**src/lpr_pkg.sv**
```systemverilog
// Shared types, widths and codes for the locked page range set unit.
package lpr_pkg;

  // Address and page geometry
  localparam int ADDR_BITS  = 48;
  localparam int PAGE_SHIFT = 12;
  localparam int PG_W       = ADDR_BITS - PAGE_SHIFT;     // stored start page
  localparam int END_W      = PG_W + 1;                   // stored end page
  localparam int LEN_W      = ADDR_BITS + 1;              // byte length field
  localparam int SUM_AL_W   = ADDR_BITS + 2;              // addr + len (+ page round)
  localparam int OPPG_W     = SUM_AL_W - PAGE_SHIFT;      // operation page bounds
  localparam int BYTE_W     = ADDR_BITS + 3;              // byte bounds and sums
  localparam int QUOTA_W    = 64;
  localparam int FUNC_W     = 3;
  localparam int STATUS_W   = 2;
  localparam int REGION_W   = 49;
  localparam int TOTAL_W    = 49;
  localparam int COUNT_W    = 11;
  localparam int CFG_IDX_W  = 2;
  localparam int CFG_DATA_W = 64;

  localparam int DEF_RANGE_SLOTS = 1024;

  // Operation codes
  typedef enum logic [FUNC_W-1:0] {
    FUNC_ADD   = 3'd0,
    FUNC_DEL   = 3'd1,
    FUNC_QUERY = 3'd2,
    FUNC_GATE  = 3'd3,
    FUNC_CLEAR = 3'd4
  } func_e;

  // Gate verdicts
  typedef enum logic [STATUS_W-1:0] {
    GATE_OK     = 2'd0,
    GATE_FORBID = 2'd1,
    GATE_OVER   = 2'd2
  } gate_e;

  // Configuration register indexes
  localparam logic [CFG_IDX_W-1:0] CFG_QUOTA    = 2'd0;
  localparam logic [CFG_IDX_W-1:0] CFG_LOCK_ALL = 2'd1;

  // One stored range, in pages, [start_pg, end_pg)
  typedef struct packed {
    logic [PG_W-1:0]  start_pg;
    logic [END_W-1:0] end_pg;
  } range_t;

  // Control shared by every cell of the chain
  typedef struct packed {
    logic shift;
    logic wr_en;
  } cell_ctrl_t;

  // Words fed to the sum pipelines
  typedef struct packed {
    logic   clr;
    logic   cov_vld;
    range_t cov_rng;
    logic   sto_vld;
    range_t sto_rng;
  } acc_in_t;

  typedef enum logic [2:0] {
    ST_IDLE,
    ST_SETUP,
    ST_SCAN,
    ST_TAIL,
    ST_APPEND,
    ST_DRAIN,
    ST_FRESH,
    ST_DONE
  } state_e;

endpackage

```
**src/lpr_cell.sv**
```systemverilog
// One storage cell of the range chain: load, take from neighbor, or hold.
module lpr_cell
  import lpr_pkg::*;
#(
  parameter int IDX_W    = 10,
  parameter int CELL_IDX = 0
) (
  input  logic             clk_i,
  input  cell_ctrl_t       ctrl_i,
  input  logic [IDX_W-1:0] wr_idx_i,
  input  range_t           wr_data_i,
  input  range_t           next_i,
  output range_t           data_o
);

  range_t data_d, data_q;
  logic   sel;

  // Pick load, shift or hold
  assign sel = ctrl_i.wr_en && (wr_idx_i == IDX_W'(CELL_IDX));

  always_comb begin
    if (sel) begin
      data_d = wr_data_i;
    end else if (ctrl_i.shift) begin
      data_d = next_i;
    end else begin
      data_d = data_q;
    end
  end

  always_ff @(posedge clk_i) begin
    data_q <= data_d;
  end

  assign data_o = data_q;

endmodule

```
**config.mk**
```make
export PLATFORM = sky130hd
export DESIGN_NAME = lpr_cell
export DESIGN_NICKNAME = d
export VERILOG_FILES = /design/src/lpr_pkg.sv /design/src/lpr_cell.sv
export SDC_FILE = /design/constraint.sdc
export NUM_CORES = 1
export LEC_CHECK = 0
export ABC_AREA = 1
export BUFFER_PORTS_ARGS = -buffer_cell sky130_fd_sc_hd__buf_4
export CORE_ASPECT_RATIO = 0.8
export CORE_UTILIZATION = 38
export DETAILED_ROUTE_END_ITERATION = 8
export PLACE_DENSITY = 0.77
export RECOVER_POWER = 50
export SETUP_SLACK_MARGIN = 0.2
export SYNTH_ARGS = -nofsm -noshare
export SYNTH_HDL_FRONTEND = slang
export SYNTH_SLANG_ARGS = --single-unit
```
**constraint.sdc**
```tcl
create_clock -name clk_i -period 3.5 [get_ports clk_i]
set_clock_uncertainty 0.1 [all_clocks]
set_input_delay 0.7 -clock clk_i [delete_from_list [all_inputs] [get_ports clk_i]]
set_output_delay 0.7 -clock clk_i [all_outputs]
set_load 0.005 [all_outputs]
```
# Yosys cells after proc, flatten, opt, wreduce, memory -nomap -nowiden
# Index checks and enable logic that the tools add are counted.
word_totals:
  in_bits: 159
  elab_cells: 7
  register_bits: 73
op_classes:
  mux: 2
  n_reduce_logical: 3
ops:
  columns: ["op", "n"]
  rows:
  - ["$mux 73", 2]
  - ["$logic_not 10->1", 1]
  - ["$reduce_bool 2->1", 1]
  - ["$logic_and 1x1->1", 1]

# Longest topological paths before layout
depth:
  depth_word: 3
  mapped_depth: 8
  ltp_nobuf: 6

# Worst setup path after synthesis
# Ideal clock, no wire load.
synth_path:
  path_type: "input to register"
  from: "input port wr_idx_i[4]"
  to: "register data_q, in the netlist data_o[0], enable pin"
  path_stages: 6
  t_arrival_ns: 2.956
  n_path_buf: 2
  path_slack_ns: 0.010
  path_cell_list: "or2_1 -> nor2_2 -> nand2_1 -> buf_4 -> buf_6 -> nand2_1"
synth_between:
  elab_chain_cells: 3
synth_rtl:
  columns: ["element", "line", "source"]
  rows:
  - ["from (decl)", "lpr_cell.sv:10", "input logic [IDX_W-1:0] wr_idx_i,"]
  - ["$logic_not 10->1", "lpr_cell.sv:20", "assign sel = ctrl_i.wr_en && (wr_idx_i == IDX_W'(CELL_IDX));"]
  - ["$logic_and 1x1->1", "lpr_cell.sv:20", null]
  - ["$reduce_bool 2->1 (no source line)", null, null]
  - ["to (signal assigned)", "lpr_cell.sv:33", "data_q <= data_d;"]
  - ["to (decl)", "lpr_cell.sv:16", "range_t data_d, data_q;"]
# No other way between the ends.
# A chain may end at the register's enable or synchronous reset.

# Worst setup path in the final report
layout_path:
  from: "input port wr_idx_i[4]"
  to: "register data_q, in the netlist data_o[36], enable pin"
# Same word-level chain as after synthesis.

==> impl_metrics.json <==
{
  "status": "finished, final reports clean",
  "ys_types": 11,
  "clock-sinks": 73,
  "syn_area_per_cell_um2": 10.2,
  "fin_tns_setup_ns": 0,
  "track_usage_pct": 20.1,
  "intPower_mw": 1.62,
  "critPathLaunchType": "input port",
  "syn-cell-area_um2": 3370,
  "coreArea_um2": 8560,
  "grt_setup_unrepaired": "no",
  "die_y_um": 86.2,
  "yosysTopAreaCellShare_pct": 65.1,
  "layout-drive-gt1-share_pct": 41.7,
  "antenna_cells": 0,
  "power_mw": 2.05,
  "power.switching_mw": 0.425,
  "largest_reg_flops": 73,
  "crit_path_end_kind": "register",
  "syn_nets": 489,
  "setup_viol": 0,
  "slew_headroom_pct": 3.61,
  "rows": 30,
  "power_frac_clock_pct": 33.7,
  "first_iter_violations": 177,
  "first_pass_iters": 4,
  "grt_pass1_wl_mm": 14.0,
  "power.density_nw_per_um2": 392,
  "antenna_found_initial": 0,
  "area_growth_pct": 55.1,
  "period_minus_slack_ns": 2.64,
  "cts_buffers": 9,
  "hold_violations": 0,
  "fmax_mhz": 378,
  "htree_levels": 3,
  "p_leak_nw": 2.50,
  "pwr-share-seq_pct": 51.6,
  "vias": 3148,
  "drv_cap": 0,
  "avgRoutedWirePerCell_um": 13.8,
  "yosysSeqAreaShare_pct": 65.1,
  "worst_pin_slew_ns": 1.45,
  "grt_pass1_vias": 2907,
  "pwr-share-comb_pct": 14.7,
  "synth.area.top_cells": "edfxtp_1 65%, nand2_1 17%, nand3_1 11%",
  "synth_cells": 330,
  "cts_resized": 0,
  "cts-root-buf": "clkbuf_8",
  "fin_nets": 711,
  "yosysTopAreaCell": "edfxtp_1",
  "grt_max_degree": 74,
  "ioPinCount": 232,
  "cp_data_required_time_ns": 3.42,
  "dpl.hpwl_mm": 6.71,
  "drc_errors": 0,
  "die_area_um2": 9250,
  "grt-ovfl-total": 0,
  "layoutNonFillerInstCount": 669,
  "min_period_over_period_pct": 75.6,
  "hold_buffers": 0,
  "dp_cells": 653,
  "numPortBuffers": 231,
  "swShare_pct": 20.7,
  "cts.clk_slew.worst_paths_ns": 0.07,
  "worstSetupPathType": "input port to register",
  "cts_post_setup_buffers_inserted": 0,
  "arrival_ns": 2.56,
  "cts_tree": "yes",
  "vias_per_cell": 4.71,
  "start_util_pct": 39.4,
  "die_x_um": 107,
  "ir_drop_mv": 0.255,
  "gp_congestion": 0.770,
  "min_path_type": "input port to register",
  "yosysWarnings": 0,
  "cts_max_path_buffers": 2,
  "final_max_slew_viol_count": 0,
  "wirelength_mm": 9.21,
  "ys_ff_latch": 73,
  "cp_max_fo": 41,
  "ant_nets": 0
}
-- metal layers --
layer	share of wire (%)	vias up	wire, um	global-route usage (%)
li1	-	1558	-	-
met3	9.5	7	876	6.47
met1	39	1427	3560	23.3
met4	0.98	0	90	6.35
met2	51	156	4670	35.5
met5	0	-	0	0
-- cells in the final DEF, fill, tap and decap left out, types with 2 or more instances in the layout --
cell	count
buf_1	2
buf_4	159
bufinv_16	2
clkbuf_1	20
clkbuf_4	53
clkbuf_8	9
clkinv_2	3
edfxtp_1	73
inv_1	3
nand2_1	150
nand3_1	73
nor2_1	3
nor2_4	2
-- worst max-delay path, cell delays in order --
cell and delay, ns:
clkbuf_4 0.11, or2_1 0.25, nor2_4 0.10, nand2_2 0.06
nand2_1 0.99, buf_12 0.33
-- per-stage QoR --
stage | cell area [um2] | worst slack (ns) | hold slack [ns] | util [%]
2_1_floorplan | 3370 | 0.726 | 0.779 | -
3_3_place_gp | 5100 | 1.19 | 0.864 | 59.6
3_5_place_dp | 5100 | 1.14 | 0.868 | 59.6
4_1_cts | 5310 | 1.51 | 0.508 | 62.1
5_1_grt | 5220 | 0.705 | 0.516 | 61.0
6_report | 5220 | 0.856 | 0.535 | 61.0
-- logic make-up after synthesis --
family	Yosys count	synth area share, %
buffers and inverters	27	6.43
and+or+nand+nor	230	28.5
DFF	73	65.1
-- synthesized netlist by cell type --
library cell,instances
inv_1,3
edfxtp_1,73
buf_2,8
nor2_1,4
buf_6,13
clkbuf_1,1
nand2_1,151
nor2_2,1
nand3_1,73
or2_1,1
buf_4,2
-- final cells by class --
class / instances / area [um2]
sequential: 73 / 2190
fill: 734 / 3330
clock buffer: 10 / 128
inverter: 3 / 11.3
multi-input combinational: 230 / 975
clock inverter: 6 / 82.6
tap: 112 / 140
timing repair buffer: 235 / 1700
-- final timing paths --
check,from,end,cells past startpoint
worst max-delay path,wr_idx_i[4],data_o[36],6
worst min-delay path,next_i[12],data_o[12],3
-- power groups by stage --
stage | Clock [mW] | Combinational, mW | Sequential (mW)
2_1_floorplan | 0 | 0.0576 | 1.09
3_3_place_gp | 0 | 0.319 | 1.08
3_5_place_dp | 0 | 0.324 | 1.08
4_1_cts | 0.715 | 0.325 | 1.06
5_1_grt | 0.754 | 0.329 | 1.06
6_report | 0.690 | 0.300 | 1.06
No activity file was read; power rests on OpenSTA's default activity.
