### src/lpr_pkg.sv
// Shared types, widths and codes for the locked page range set unit.
package lpr_pkg;

  // Address and page geometry
  localparam int ADDR_BITS  = 48;
  localparam int PAGE_SHIFT = 12;
  localparam int PG_W       = ADDR_BITS - PAGE_SHIFT;     // stored start page
  localparam int END_W      = PG_W + 1;                   // stored end page
  localparam int LEN_W      = ADDR_BITS + 1;              // byte length field
  localparam int SUM_AL_W   = ADDR_BITS + 2;              // addr + len (+ page round)
  localparam int OPPG_W     = SUM_AL_W - PAGE_SHIFT;      // operation page bounds
  localparam int BYTE_W     = ADDR_BITS + 3;              // byte bounds and sums
  localparam int QUOTA_W    = 64;
  localparam int FUNC_W     = 3;
  localparam int STATUS_W   = 2;
  localparam int REGION_W   = 49;
  localparam int TOTAL_W    = 49;
  localparam int COUNT_W    = 11;
  localparam int CFG_IDX_W  = 2;
  localparam int CFG_DATA_W = 64;

  localparam int DEF_RANGE_SLOTS = 1024;

  // Operation codes
  typedef enum logic [FUNC_W-1:0] {
    FUNC_ADD   = 3'd0,
    FUNC_DEL   = 3'd1,
    FUNC_QUERY = 3'd2,
    FUNC_GATE  = 3'd3,
    FUNC_CLEAR = 3'd4
  } func_e;

  // Gate verdicts
  typedef enum logic [STATUS_W-1:0] {
    GATE_OK     = 2'd0,
    GATE_FORBID = 2'd1,
    GATE_OVER   = 2'd2
  } gate_e;

  // Configuration register indexes
  localparam logic [CFG_IDX_W-1:0] CFG_QUOTA    = 2'd0;
  localparam logic [CFG_IDX_W-1:0] CFG_LOCK_ALL = 2'd1;

  // One stored range, in pages, [start_pg, end_pg)
  typedef struct packed {
    logic [PG_W-1:0]  start_pg;
    logic [END_W-1:0] end_pg;
  } range_t;

  // Control shared by every cell of the chain
  typedef struct packed {
    logic shift;
    logic wr_en;
  } cell_ctrl_t;

  // Words fed to the sum pipelines
  typedef struct packed {
    logic   clr;
    logic   cov_vld;
    range_t cov_rng;
    logic   sto_vld;
    range_t sto_rng;
  } acc_in_t;

  typedef enum logic [2:0] {
    ST_IDLE,
    ST_SETUP,
    ST_SCAN,
    ST_TAIL,
    ST_APPEND,
    ST_DRAIN,
    ST_FRESH,
    ST_DONE
  } state_e;

endpackage

### src/lpr_accum.sv
// Pipelined sums: locked bytes inside a window and bytes of written ranges.
module lpr_accum
  import lpr_pkg::*;
(
  input  logic              clk_i,
  input  logic              rst_ni,
  input  acc_in_t           acc_i,
  input  logic [BYTE_W-1:0] lo_i,
  input  logic [BYTE_W-1:0] hi_i,
  output logic [BYTE_W-1:0] cov_sum_o,
  output logic [BYTE_W-1:0] sto_sum_o
);

  logic [BYTE_W-1:0] ab, bb, cl_d, ch_d;
  logic              c1_vld_q, s1_vld_q;
  logic [BYTE_W-1:0] cl_q, ch_q;
  range_t            s1_rng_q;
  logic [BYTE_W-1:0] cd_d, cd_q;
  logic [END_W-1:0]  sd_d, sd_q;
  logic [BYTE_W-1:0] cov_sum_q, sto_sum_q;

  // Clip the entry to the window
  assign ab   = BYTE_W'({acc_i.cov_rng.start_pg, {PAGE_SHIFT{1'b0}}});
  assign bb   = BYTE_W'({acc_i.cov_rng.end_pg, {PAGE_SHIFT{1'b0}}});
  assign cl_d = (ab > lo_i) ? ab : lo_i;
  assign ch_d = (bb < hi_i) ? bb : hi_i;

  // Overlap width and page length
  assign cd_d = (c1_vld_q && (ch_q > cl_q)) ? (ch_q - cl_q) : '0;
  assign sd_d = s1_vld_q ? (s1_rng_q.end_pg - END_W'(s1_rng_q.start_pg)) : '0;

  always_ff @(posedge clk_i or negedge rst_ni) begin
    if (!rst_ni) begin
      c1_vld_q  <= 1'b0;
      s1_vld_q  <= 1'b0;
      cd_q      <= '0;
      sd_q      <= '0;
      cov_sum_q <= '0;
      sto_sum_q <= '0;
    end else if (acc_i.clr) begin
      c1_vld_q  <= 1'b0;
      s1_vld_q  <= 1'b0;
      cd_q      <= '0;
      sd_q      <= '0;
      cov_sum_q <= '0;
      sto_sum_q <= '0;
    end else begin
      c1_vld_q  <= acc_i.cov_vld;
      s1_vld_q  <= acc_i.sto_vld;
      cd_q      <= cd_d;
      sd_q      <= sd_d;
      cov_sum_q <= cov_sum_q + cd_q;
      sto_sum_q <= sto_sum_q + BYTE_W'({sd_q, {PAGE_SHIFT{1'b0}}});
    end
  end

  // Payload stage, no reset
  always_ff @(posedge clk_i) begin
    cl_q     <= cl_d;
    ch_q     <= ch_d;
    s1_rng_q <= acc_i.sto_rng;
  end

  assign cov_sum_o = cov_sum_q;
  assign sto_sum_o = sto_sum_q;

endmodule

### config.mk
export PLATFORM = sky130hd
export DESIGN_NAME = lpr_accum
export DESIGN_NICKNAME = d
export VERILOG_FILES = /design/src/lpr_pkg.sv /design/src/lpr_accum.sv
export SDC_FILE = /design/constraint.sdc
export NUM_CORES = 1
export LEC_CHECK = 0
export BUFFER_PORTS_ARGS = -buffer_cell sky130_fd_sc_hd__buf_4
export CELL_PAD_IN_SITES_DETAIL_PLACEMENT = 0
export CELL_PAD_IN_SITES_GLOBAL_PLACEMENT = 1
export CORE_UTILIZATION = 44
export DETAILED_ROUTE_END_ITERATION = 10
export PLACE_DENSITY_LB_ADDON = 0.1
export SETUP_SLACK_MARGIN = 0.2
export SYNTH_ARGS = -nofsm -noshare
export SYNTH_HDL_FRONTEND = slang
export SYNTH_SLANG_ARGS = --single-unit
### constraint.sdc
create_clock -name clk_i -period 4.1 [get_ports clk_i]
set_input_delay 0.41 -clock clk_i [delete_from_list [all_inputs] [get_ports clk_i]]
set_output_delay 0.41 -clock clk_i [all_outputs]
set_load 0.02 [all_outputs]
* After elaboration in Yosys (flattened, before gate mapping) *
Cells that the tools add are included.

word-level totals
  bits of input ports = 253
  output and inout bits = 102
  register bits after elaboration = 367
  logic and storage cells = 30

cells by class
  order comparisons = 3
  multiplexer cells = 10
  add/sub/neg operators = 4
  reductions and logical operators = 1

operator list
  kind                                   number
  two-way mux 51 bit                     4
  two-way mux 37 bit                     2
  adder 51 x 49 -> 51 bit                1
  adder 51 bit                           1
  > comparator 48 x 51 -> 1 bit          1
  > comparator 51 bit                    1
  less-than comparator 49 x 51 -> 1 bit  1
  subtractor 51 bit                      1
  two-way mux 49 bit                     1
  two-way mux 48 bit                     1
  subtractor 37 x 36 -> 37 bit           1
  two-way mux 1 bit                      2
  logical AND 1 bit                      1

* Logic depth before layout (Yosys ltp) *
  word-level depth = 4
  depth in mapped cells = 15
  mapped depth without buffers = 14

* Least setup slack after synthesis *
Ideal clock, no wire load.

  path kind = flip-flop to flip-flop
  from = register sto_sum_q[12] (netlist: sto_sum_o[12])
  to = register sto_sum_q[46] (netlist: sto_sum_o[46])
  cell stages (with the launch flop) = 14
  path slack = 998 ps
  buffers on the path = 0
  setup time = 125 ps
  required time = 3,975 ps
  arrival time = 2,978 ps
  cells stage by stage = dfrtp_1 -> ha_1 -> inv_1 -> fa_1 -> nor2b_1 -> o21a_1 -> o21ai_0 -> a2111oi_1 -> a211oi_1 -> a211oi_1 -> o21ai_1 -> nand2_1 -> a31oi_1 -> mux2_2

on the way
  word-level cells in the longest chain between the ends = 2

ends and longest elaborated chain
  what                     line             text
  start, declared          lpr_accum.sv:20  logic [BYTE_W-1:0] cov_sum_q, sto_sum_q;
  start signal, assigned   lpr_accum.sv:53  sto_sum_q <= sto_sum_q + BYTE_W'({sd_q, {PAGE_SHIFT{1'b0}}});
  adder 51 x 49 -> 51 bit  lpr_accum.sv:53
  two-way mux 51 bit       lpr_accum.sv:40  end else if (acc_i.clr) begin

No other way between the ends.
A chain may end at the register's enable or synchronous reset.

* Worst setup path in the final report *
  from = register s1_rng_q[0] in the netlist's numbering
  to = register sd_q[34]

on the way
  word-level cells in the longest chain between the ends = 3

ends and longest elaborated chain
  what                          line             text
  start, declared               lpr_accum.sv:17  range_t s1_rng_q;
  start signal, assigned        lpr_accum.sv:61  s1_rng_q <= acc_i.sto_rng;
  subtractor 37 x 36 -> 37 bit  lpr_accum.sv:30  assign sd_d = s1_vld_q ? (s1_rng_q.end_pg - END_W'(s1_rng_q.start_pg)) : '0;
  two-way mux 37 bit            lpr_accum.sv:30
  two-way mux 37 bit            lpr_accum.sv:40
  end signal, assigned          lpr_accum.sv:37  sd_q <= '0;
  end signal, assigned          lpr_accum.sv:44  sd_q <= '0;
  end signal, assigned          lpr_accum.sv:51  sd_q <= sd_d;
  end, declared                 lpr_accum.sv:19  logic [END_W-1:0] sd_d, sd_q;

No other way between the ends.

==> flow_metrics.env <==
export IMPL_regToRegSetupSlack_ns=0.48
export IMPL_fin_nets=3343
export IMPL_worst_endpoint_required_ns=4.53
export IMPL_gr_usage_all_layers_pct=23.5
export IMPL_clock_fmax_mhz=276
export IMPL_hold_path_class="in -> async"
export IMPL_ys_seq_area_share_pct=36.6
export IMPL_synth_edf_count=0
export IMPL_worstPathArrival_ns=4.05
export IMPL_place_congestion=0.879
export IMPL_crit_chain="inv_1, ha_1, inv_1, fa_1, a21o_1, a21oi_1, o21ai_0, a211oi_1, o31a_1, o211a_1, o31ai_1, a221oi_1, a21oi_1, mux2i_1"
export IMPL_drv_cap=0
export IMPL_grt_pass1_vias=19000
export IMPL_cpMaxStageDelayCell="a211oi_1"
export IMPL_slew_headroom_pct=32.1
export IMPL_final_max_slew_viol_count=0
export IMPL_grt_ovfl_total=0
export IMPL_cts_max_level=2
export IMPL_rr_worst_depth=14
export IMPL_vias_per_cell=5.20
export IMPL_worst_pin_slew_ns=1.02
export IMPL_yosys_warnings=0
export IMPL_ant_nets=0
export IMPL_power_leakage_uw=0.0140
export IMPL_cts_sinks=355
export IMPL_synth_seq_cells=355
export IMPL_criticalPathCategory="reg -> reg"
export IMPL_port_buffers=342
export IMPL_synth_main_ff_cell="dfrtp_1"
export IMPL_dp_slack_ns=0.362
export IMPL_ys_top_cells_by_area="dfrtp_1 (21%), dfxtp_1 (16%), ha_1 (14%), a21oi_1 (4.6%), nor2_1 (4.3%)"
export IMPL_synth_top_area_share_pct=20.6
export IMPL_period_needed_ns=3.62
export IMPL_grt_max_degree=122
export IMPL_num_antenna_cells=0
export IMPL_finalCritPeriodShare_pct=88.2
export IMPL_synthCells=2437
export IMPL_cts_made_buffers=41
export IMPL_tritoncts="done"
export IMPL_violations="negative hold slack"
export IMPL_clkLatencyLatePin_ns=0.57
export IMPL_path_clk_slew_ns=0.06
export IMPL_cts_root_buf="clkbuf_16"
export IMPL_syn2layout_area_growth_pct=24.9
export IMPL_drtIter0Drc=681
export IMPL_layout_common_cells="buf_4 (352), nor2_1 (252), ha_1 (247)"
export IMPL_status="finished, violations left"
export IMPL_core_area_sq_mm=0.0491
export IMPL_synthesis_area_sq_mm=0.0219
export IMPL_grt_antenna_before_repair=0
export IMPL_num_io_pins=355
export IMPL_synth_area_leader_cell="dfrtp_1"
export IMPL_powerDensity_mw_per_mm2=358
export IMPL_vias=18400
export IMPL_drc=0
export IMPL_r2r_start="s1_rng_q[0]"
export IMPL_die_area_sq_mm=0.0506
export IMPL_fin_hold_ws_ns=-0.0341
export IMPL_wirelength_microns=59100
export IMPL_finClkSkew_ns=0.0203
export IMPL_ys_types=77
export IMPL_finalPower_uw=9790
export IMPL_wl_per_cell_microns=16.7
export IMPL_dieHeight_microns=225
export IMPL_drive_gt1_share_pct=18.7
export IMPL_final_common_cell="buf_4"
export IMPL_vdd_drop_max_uv=240
export IMPL_endpoint_kind="flip-flop"
export IMPL_fin_ws_ns=0.483
export IMPL_max_stage_delay_ns=0.51
export IMPL_cp_start_kind="flip-flop"
export IMPL_finalSetupTns_ns=0
export IMPL_hpwl_microns=46000
export IMPL_die_x_microns=225
export IMPL_rsz0062_at_grt="no"
export IMPL_std_cell_rows=81
export IMPL_cts_path_max_buffers=3
export IMPL_async_flop_share_pct=50.7
export IMPL_path_max_fanout=4
export IMPL_drt_pass1_iterations=5
export IMPL_start_util_pct=44.6
export IMPL_grt_pass1_wl_microns=96200
export IMPL_setup_viol=0
export IMPL_avgSynthCellArea_sq_um=8.98
export IMPL_regToRegEndpoint="sd_q[34]"
export IMPL_hold_viol=27
## cell usage after synthesis, types with 21 or more instances
| cell | instances |
|---|---|
| nand2_1 | 109 |
| a21o_1 | 122 |
| ha_1 | 247 |
| nand3_1 | 32 |
| nor2_1 | 252 |
| and3_1 | 24 |
| o21a_1 | 31 |
| mux2_2 | 76 |
| o21bai_1 | 32 |
| nand2b_1 | 29 |
| nand4_1 | 46 |
| dfrtp_1 | 180 |
| clkbuf_1 | 61 |
| a21oi_1 | 203 |
| nor3_1 | 48 |
| inv_1 | 237 |
| nor2b_1 | 32 |
| o21ai_0 | 106 |
| a31oi_1 | 21 |
| xnor2_1 | 75 |
| xor2_1 | 58 |
| dfxtp_1 | 175 |
## stage by stage
stage          area (sq um)  hold slack, ns  cells  utilization, %
2_1_floorplan         21900           0.114   2450               -
3_3_place_gp          25100           0.504   3384            51.2
3_5_place_dp          25100           0.509   3384            51.2
4_1_cts               27300          0.0208   3536            55.7
5_1_grt               27300          0.0544   3536            55.7
6_report              27300         -0.0341   3536            55.7
## kinds of logic after synthesis
logic type,after synthesis,synth area share [%]
AO/OA/AOI/OAI,644,19.4
XOR/XNOR,133,5.32
adder cells (fa/ha/maj),251,14.5
buffers and inverters,322,5.85
flip-flops,355,36.6
multiplexers,81,4.14
other,1,0.0171
AND/OR/NAND/NOR,650,14.2
## where the power goes
part / switching [uW] / internal [uW]
clock network: 1520 / 2360
registers: 98.2 / 3670
logic: 1180 / 954
total: 2800 / 6990
## critical path, delay by kind of cell (launching register included)
kind	cells	cell delay [ns]
adders and majority gates	2	0.56
buffers and inverters	2	0.10
AOI/OAI and AO/OA	9	2.38
DFF	1	0.30
muxes	1	0.14
## per-layer routing
layer  vias up  global-route usage, %  wire length (microns)
li1       9327                      -                      -
met1      8565                   30.5                  27000
met2       392                   39.4                  27600
met3       103                   3.90                   2740
met4         0                   8.16                   1790
met5         -                      0                      0
## area by class of cell
| cell class | count | area (sq um) |
|---|---|---|
| inverters | 237 | 890 |
| well taps | 664 | 831 |
| flip-flops and latches | 355 | 8010 |
| multi-input cells | 1773 | 12700 |
| fillers | 4499 | 21700 |
| repair buffers | 431 | 3460 |
| clock inverters | 17 | 133 |
| clock buffers | 59 | 1350 |
## repair_timing
item,CTS,global route
buffers inserted,0,0
setup endpoints to repair,0,5
hold buffers,76,0
gates resized for setup,0,2
hold endpoints to repair,76,0
## worst max-delay path by stage
stage	from	to	slack, ns	depth (start not counted)
finish	s1_rng_q[0]	sd_q[34]	0.48	14
global placement	sto_sum_o[12]	sto_sum_o[50]	0.47	13
floorplan	sto_sum_o[12]	sto_sum_o[46]	1.0	13
CTS	sto_sum_o[12]	sto_sum_o[50]	0.30	13
detailed placement	sto_sum_o[12]	sto_sum_o[50]	0.36	13
global route	sto_sum_o[12]	sto_sum_o[50]	0.21	13
## sequential cells by signal (all words and copies together) (netlist names)
name / cells
sto_sum_o: 39
ch_q: 51
cl_q: 51
cd_q: 51
s1_rng_q: 73
s1_vld_q: 1
sd_q: 37
c1_vld_q: 1
cov_sum_o: 51
Power figures use the tool's default switching activity.
